--- src/ist_pkg.sv ---
`timescale 1ns / 1ps
// ist_pkg: operation codes and the cell control struct for integer_set_table.
// No dependencies; imported by ist_cell and integer_set_table.
package ist_pkg;

    localparam int OP_W  = 2;
    localparam int KEY_W = 32;
    localparam int CNT_OUT_W = 5;

    typedef enum logic [OP_W-1:0] {
        OP_QUERY  = 2'd0,
        OP_INSERT = 2'd1,
        OP_REMOVE = 2'd2,
        OP_CLEAR  = 2'd3
    } t_op;

    // Broadcast from the controller to every cell of the chain
    typedef struct packed {
        logic cmp_en;     // register per-cell hit against the incoming key
        logic ins_en;     // write the latched key into the cell at the fill point
        logic rem_start;  // seed the removal token at the hit cell
        logic shift;      // move the token one cell up, copying keys down
    } t_cell_ctl;

endpackage

--- src/integer_set_table.sv ---
`timescale 1ns / 1ps
// integer_set_table: set of distinct signed keys in insertion order, built as
// a chain of ist_cell entries. Depends on ist_pkg and ist_cell.
//
//  channel  | dir | tdata (low bit first)                      | tuser
//  ---------+-----+--------------------------------------------+--------------
//  s_axis   | in  | key[31:0]                                  | operation[1:0]
//  m_axis   | out | was_member, dropped_full, member_count[4:0] | -
//
// Query, insert, clear and a remove that misses: the accept edge registers one compare
// per cell, then the execute state forms the result and updates the chain.
// A remove that hits then closes the gap by a token walking up the chain one cell per
// cycle, one step per entry above the removed one (at least one); the chain goes idle
// once no cell holds the token.
// Reset (synchronous, active low) empties the set; keys are not cleared.
// A result waits in the output register; the next item is taken meanwhile,
// and only the result step stalls if the previous result is still unread.
module integer_set_table
    import ist_pkg::*;
#(
    parameter int CAPACITY = 16
) (
    input  logic        i_clk,
    input  logic        i_rst_n,
    input  logic        s_axis_tvalid,
    output logic        s_axis_tready,
    input  logic [31:0] s_axis_tdata,   // key[31:0]
    input  logic [1:0]  s_axis_tuser,   // operation[1:0]
    output logic        m_axis_tvalid,
    input  logic        m_axis_tready,
    output logic [7:0]  m_axis_tdata    // was_member, dropped_full, member_count[4:0], pad
);

    localparam int CNT_W = $clog2(CAPACITY + 1);

    typedef enum logic [2:0] {
        S_IDLE  = 3'b001,
        S_EXEC  = 3'b010,
        S_SHIFT = 3'b100
    } t_state;

    t_state            r_state, n_state;
    t_op               r_op;
    logic [KEY_W-1:0]  r_key;
    logic [CNT_W-1:0]  r_count, n_count;
    logic              r_out_valid;
    logic [7:0]        r_out_data, n_out_data;

    t_cell_ctl         w_ctl;
    logic [KEY_W-1:0]  w_keys [CAPACITY];
    logic [CAPACITY-1:0] w_hit;
    logic [CAPACITY-1:0] w_busy;
    logic [CAPACITY:0]   w_tok;   // w_tok[i] feeds cell i

    logic              w_accept;
    logic              w_out_free;
    logic              w_fire;
    logic              w_member;
    logic              w_full;
    logic              w_dropped;
    logic              w_insert;
    logic [CNT_W-1:0]  w_res_count;
    logic [CNT_W+4:0]  w_cnt_ext;

    assign s_axis_tready = (r_state == S_IDLE);
    assign w_accept      = s_axis_tvalid && s_axis_tready;
    assign w_out_free    = !r_out_valid || m_axis_tready;
    assign w_fire        = (r_state == S_EXEC) && w_out_free;

    // per-cell hits are registered at accept; at most one is set
    assign w_full    = r_count == CNT_W'(CAPACITY);
    assign w_member  = (r_op != OP_CLEAR) && (|w_hit);
    assign w_insert  = (r_op == OP_INSERT) && !w_member && !w_full;
    assign w_dropped = (r_op == OP_INSERT) && !w_member && w_full;

    always_comb begin
        w_res_count = r_count;
        case (r_op)
            OP_CLEAR:  w_res_count = '0;
            OP_INSERT: if (w_insert) begin
                w_res_count = r_count + CNT_W'(1);
            end
            OP_REMOVE: if (w_member) begin
                w_res_count = r_count - CNT_W'(1);
            end
            default:   w_res_count = r_count;
        endcase
    end

    // member_count carries the low 5 bits of the count
    assign w_cnt_ext  = {5'b0, w_res_count};
    assign n_out_data = {1'b0, w_cnt_ext[CNT_OUT_W-1:0], w_dropped, w_member};

    always_comb begin
        w_ctl.cmp_en    = w_accept;
        w_ctl.ins_en    = w_fire && w_insert;
        w_ctl.rem_start = w_fire && (r_op == OP_REMOVE) && w_member;
        w_ctl.shift     = (r_state == S_SHIFT);
    end

    always_comb begin
        n_state = r_state;
        n_count = r_count;
        case (r_state)
            S_IDLE: if (w_accept) begin
                n_state = S_EXEC;
            end
            S_EXEC: if (w_fire) begin
                if ((r_op == OP_REMOVE) && w_member) begin
                    n_state = S_SHIFT;      // count drops once the gap is closed
                end else begin
                    n_state = S_IDLE;
                    n_count = w_res_count;
                end
            end
            S_SHIFT: if (!(|w_busy)) begin
                n_state = S_IDLE;
                n_count = r_count - CNT_W'(1);
            end
            default: n_state = S_IDLE;
        endcase
    end

    always_ff @(posedge i_clk) begin
        if (!i_rst_n) begin
            r_state     <= S_IDLE;
            r_count     <= '0;
            r_out_valid <= 1'b0;
        end else begin
            r_state <= n_state;
            r_count <= n_count;
            if (w_fire) begin
                r_out_valid <= 1'b1;
            end else if (m_axis_tready) begin
                r_out_valid <= 1'b0;
            end
        end
    end

    always_ff @(posedge i_clk) begin
        if (w_accept) begin
            r_op  <= t_op'(s_axis_tuser);
            r_key <= s_axis_tdata;
        end
        if (w_fire) begin
            r_out_data <= n_out_data;
        end
    end

    assign w_tok[0] = 1'b0;

    for (genvar g = 0; g < CAPACITY; g++) begin : g_cell
        logic [KEY_W-1:0] w_next;
        if (g == CAPACITY - 1) begin : g_top
            assign w_next = w_keys[g];
        end else begin : g_mid
            assign w_next = w_keys[g+1];
        end

        ist_cell #(
            .CNT_W (CNT_W),
            .IDX   (g)
        ) u_cell (
            .i_clk      (i_clk),
            .i_rst_n    (i_rst_n),
            .i_ctl      (w_ctl),
            .i_count    (r_count),
            .i_cmp_key  (s_axis_tdata),
            .i_wr_key   (r_key),
            .i_next_key (w_next),
            .i_tok      (w_tok[g]),
            .o_key      (w_keys[g]),
            .o_hit      (w_hit[g]),
            .o_tok_busy (w_busy[g]),
            .o_tok      (w_tok[g+1])
        );
    end

    assign m_axis_tvalid = r_out_valid;
    assign m_axis_tdata  = r_out_data;

endmodule

--- src/ist_cell.sv ---
`timescale 1ns / 1ps
// ist_cell: one entry of the key chain: key, compare hit and removal token.
// Depends on ist_pkg.
module ist_cell
    import ist_pkg::*;
#(
    parameter int CNT_W = 5,
    parameter int IDX   = 0
) (
    input  logic                 i_clk,
    input  logic                 i_rst_n,
    input  t_cell_ctl            i_ctl,
    input  logic [CNT_W-1:0]     i_count,
    input  logic [KEY_W-1:0]     i_cmp_key,
    input  logic [KEY_W-1:0]     i_wr_key,
    input  logic [KEY_W-1:0]     i_next_key,
    input  logic                 i_tok,
    output logic [KEY_W-1:0]     o_key,
    output logic                 o_hit,
    output logic                 o_tok_busy,
    output logic                 o_tok
);

    logic [KEY_W-1:0] r_key;
    logic             r_hit;
    logic             r_tok;
    logic             w_valid;
    logic             w_fill;
    logic             w_pass;

    assign w_valid = CNT_W'(IDX) < i_count;
    assign w_fill  = CNT_W'(IDX) == i_count;
    // token moves on only while a valid entry sits above the next cell
    assign w_pass  = (CNT_W+1)'(IDX + 2) < {1'b0, i_count};

    always_ff @(posedge i_clk) begin
        if (!i_rst_n) begin
            r_hit <= 1'b0;
            r_tok <= 1'b0;
        end else begin
            if (i_ctl.cmp_en) begin
                r_hit <= w_valid && (i_cmp_key == r_key);
            end
            if (i_ctl.rem_start) begin
                r_tok <= r_hit;
            end else if (i_ctl.shift) begin
                r_tok <= i_tok;
            end
        end
    end

    always_ff @(posedge i_clk) begin
        if (i_ctl.ins_en && w_fill) begin
            r_key <= i_wr_key;
        end else if (i_ctl.shift && r_tok) begin
            r_key <= i_next_key;
        end
    end

    assign o_key      = r_key;
    assign o_hit      = r_hit;
    assign o_tok_busy = r_tok;
    assign o_tok      = r_tok && w_pass;

endmodule
--- config.mk ---
export PLATFORM = sky130hd
export DESIGN_NAME = integer_set_table
export DESIGN_NICKNAME = d
export VERILOG_FILES = /design/src/ist_pkg.sv /design/src/integer_set_table.sv /design/src/ist_cell.sv
export SDC_FILE = /design/constraint.sdc
export NUM_CORES = 1
export LEC_CHECK = 0
export ABC_AREA = 1
export BUFFER_PORTS_ARGS = -buffer_cell sky130_fd_sc_hd__buf_2
export CORE_MARGIN = 10
export CORE_UTILIZATION = 30
export CTS_CLUSTER_DIAMETER = 50
export DETAILED_ROUTE_END_ITERATION = 8
export SYNTH_ARGS = -nofsm -noshare
export SYNTH_HDL_FRONTEND = slang
export SYNTH_SLANG_ARGS = --single-unit
--- constraint.sdc ---
create_clock -name i_clk -period 5.4 [get_ports i_clk]
set_input_delay 0.81 -clock i_clk [delete_from_list [all_inputs] [get_ports i_clk]]
set_output_delay 0.81 -clock i_clk [all_outputs]
set_load 0.01 [all_outputs]
==> flow_metrics.env <==
export IMPL_cp_required_ns=5.63
export IMPL_place_ws_ns=1.45
export IMPL_cp_common_cell="nand3_2"
export IMPL_cts_buffer_depth=3
export IMPL_clockRootBuffer="clkbuf_16"
export IMPL_die_area_mm2=0.119
export IMPL_clock_fmax_mhz=263
export IMPL_path_cells="inv_1, ha_1, nand3_2, nand4_4, nor2_4, nand3_2, nand2_2"
export IMPL_grt_pass1_wl_um=164000
export IMPL_seq_area_frac_synth=0.551
export IMPL_reg2reg_depth=7
export IMPL_finalSetupViolations=0
export IMPL_synthCells=3358
export IMPL_finalClockSkew_ns=0.0311
export IMPL_postSynth_asyncResetShare=0
export IMPL_cts_tree="yes"
export IMPL_nets=3371
export IMPL_timing_reg2reg_setup_slack_ns=1.60
export IMPL_power_density_mw_per_mm2=315
export IMPL_core_area_mm2=0.105
export IMPL_netlist_area_mm2=0.0316
export IMPL_final_layout_size_suffix_gt1_frac=0.0781
export IMPL_synth_seq_cells=594
export IMPL_vias_per_cell=5.27
export IMPL_cts_hold_repair_buffers=0
export IMPL_synth_ff_type="edfxtp_1"
export IMPL_overflow=0
export IMPL_synthDistinctLibCells=47
export IMPL_vdd_drop_max_mv=0.201
export IMPL_syn_num_nets=3401
export IMPL_min_period_ns=3.80
export IMPL_crit_fanout=32
export IMPL_dieWidth_um=345
export IMPL_port_buffers=46
export IMPL_drc=0
export IMPL_synth_edff_count=553
export IMPL_worstSetupPathType="register to register"
export IMPL_cp_slowest_cell="nand2_2"
export IMPL_timing_rr_start="r_count[0]"
export IMPL_first_global_vias=22900
export IMPL_slew_limit_headroom=0.152
export IMPL_initial_utilization=0.301
export IMPL_dpl_hpwl_um=79300
export IMPL_syn_to_final_growth_pct=13.0
export IMPL_n_fill_cell=10600
export IMPL_end_kind="register"
export IMPL_numClockSinks=594
export IMPL_die_h_um=345
export IMPL_rsz0062_at_grt="no"
export IMPL_maxSlewViolCount=0
export IMPL_io_pins=48
export IMPL_routabilityCongestion=0.998
export IMPL_dp_cells=4638
export IMPL_synth_warning_count=0
export IMPL_cp_start_kind="register"
export IMPL_numCtsBuffers=79
export IMPL_finalInstanceArea_mm2=0.0357
export IMPL_reg2reg_to="g_cell[8].u_cell.o_key[15]"
export IMPL_std_cell_rows=119
export IMPL_p_leak_nw=14.4
export IMPL_wl_per_cell_um=24.1
export IMPL_worstHoldPathCells=1
export IMPL_wl_um=115000
export IMPL_fin_crit_sh=0.704
export IMPL_hold_start="s_axis_tuser[1]"
export IMPL_clk_latency_ns=0.63
export IMPL_dr_total_vias=25200
export IMPL_slowest_delay_ns=0.91
export IMPL_antenna_left=0
export IMPL_syn_avg_cell_area_um2=9.42
export IMPL_drtIter0Drc=3669
export IMPL_maxCapViolCount=0
export IMPL_cts_setup_buffers=0
export IMPL_status="finished, final reports clean"
export IMPL_n_antenna_cell=0
export IMPL_max_slew_worst_pin_slew_ns=1.26
export IMPL_instances_no_fill=4783
export IMPL_placed_area_mm2=0.0330
export IMPL_path_clk_slew_ns=0.06
export IMPL_holdPathEnd="r_op[1]"
export IMPL_antenna_found_initial=6
export IMPL_track_usage=0.188
export IMPL_cts_htree_levels=3
export IMPL_hold_viol=0
export IMPL_hold_path_class="primary input to register"
export IMPL_cts_resized=0
export IMPL_tns_ns=0
export IMPL_grt_start_max_net_pins=66
export IMPL_setup_slack_ns=1.60
export IMPL_final_util=0.340
export IMPL_arrival_ns=4.03
export IMPL_crit_family="simple AND/OR/NAND/NOR gates"
export IMPL_drt_pre_antenna_iters=7
export IMPL_crit_buf_inv=1
==> worst reg2reg max path, cell delays in order (launching register included) <==
cell     delay [ns]
dfxtp_1        0.66
inv_1          0.26
ha_1           0.37
nand3_2        0.20
nand4_4        0.19
nor2_4         0.27
nand3_2        0.52
nand2_2        0.92
==> metal layers <==
layer,GRT usage,wire length [um],up-vias
met5,0,82,-
met1,0.258,46500,12300
met3,0.0370,13100,251
met4,0.0827,5510,12
met2,0.286,50300,1510
li1,-,-,11100
==> cells by family (layout without fill, tap and decap cells) <==
kind of cell               Yosys count  count (layout)  synth area share
AOI/OAI and AO/OA                  561             561            0.0917
xor gates and xnor gates           369             369             0.102
adders and majority gates            5               5           0.00198
buffers and inverters              573             607            0.0753
DFF                                594             594             0.551
muxes                               49              49            0.0155
other                                1               1          0.000119
and+or+nand+nor                   1206            1206             0.162
==> worst max-delay path by stage <==
stage | startpoint | end | slack (ns) | depth (start not counted)
after floorplan | r_count[0] | g_cell[15].u_cell.o_key[0] | 0.41 | 6
after global placement | m_axis_tready | g_cell[13].u_cell.o_key[15] | 1.51 | 9
after detailed placement | m_axis_tready | g_cell[13].u_cell.o_key[13] | 1.45 | 9
after CTS | r_count[0] | g_cell[13].u_cell.o_key[13] | 1.60 | 8
after global routing | r_count[0] | g_cell[8].u_cell.o_key[12] | 1.38 | 7
final | r_count[0] | g_cell[8].u_cell.o_key[15] | 1.60 | 7
==> placed cells by master, fill, tap and decap left out, types with 46 or more instances in the layout <==
cell / n
mux2i_1: 49
clkbuf_16: 84
inv_1: 381
buf_2: 46
nand3_1: 66
xnor2_1: 191
edfxtp_1: 553
nand2_1: 788
o21ai_0: 131
nand4_1: 70
o21ai_1: 341
xor2_1: 178
nor2_1: 110
nor3_1: 93
==> final cells by class <==
cell class	count	area [um2]	area share
flip-flops and latches	594	17400	0.488
clock buffers	95	2140	0.0600
clock inverters	50	609	0.0171
multi-input cells	2191	11900	0.334
inverters	390	1460	0.0410
well taps	1391	1740	0.0487
repair buffers	72	425	0.0119
==> power breakdown <==
group | switching, mW | internal [mW] | total, mW | leakage (nW)
sequential | 0.0587 | 5.00 | 5.06 | 5.32
clock | 2.17 | 3.43 | 5.60 | 1.35
combinational | 0.461 | 0.138 | 0.599 | 7.75
total | 2.69 | 8.56 | 11.3 | 14.4
==> synth_stat cells (all sizes together) (4+ instances only) <==
library cell / instances / share of area
a21oi: 44 / 0.0070
a22o: 4 / 0.0011
nand3: 76 / 0.013
a31oi: 7 / 0.0014
edfxtp: 553 / 0.53
o22ai: 21 / 0.0042
nor4: 13 / 0.0026
mux2i: 49 / 0.016
ha: 5 / 0.0020
buf: 140 / 0.024
o21ai: 472 / 0.075
xor2: 178 / 0.049
nand2: 805 / 0.096
inv: 387 / 0.046
nand4: 71 / 0.015
dfxtp: 41 / 0.026
nor2: 119 / 0.016
clkbuf: 43 / 0.0052
nor3: 95 / 0.015
or2: 25 / 0.0049
xnor2: 191 / 0.053
==> metrics by stage <==
stage / power [mW] / hold slack (ns)
after floorplan: 5.46 / 0.453
after global placement: 5.73 / 0.466
after detailed placement: 5.73 / 0.474
after CTS: 11.3 / 0.347
after global routing: 11.5 / 0.358
final: 11.3 / 0.367
==> registers in the layout (all words and copies together) (netlist names) <==
| name | flops |
|---|---|
| m_axis_tvalid | 1 |
| g_cell.u_cell.o_tok_busy | 16 |
| r_key | 32 |
| r_count | 5 |
| r_op | 2 |
| r_state | 3 |
| m_axis_tdata | 7 |
| g_cell.u_cell.o_key | 512 |
| g_cell.u_cell.o_hit | 16 |
Note: power is estimated with default switching activity, not from simulation.
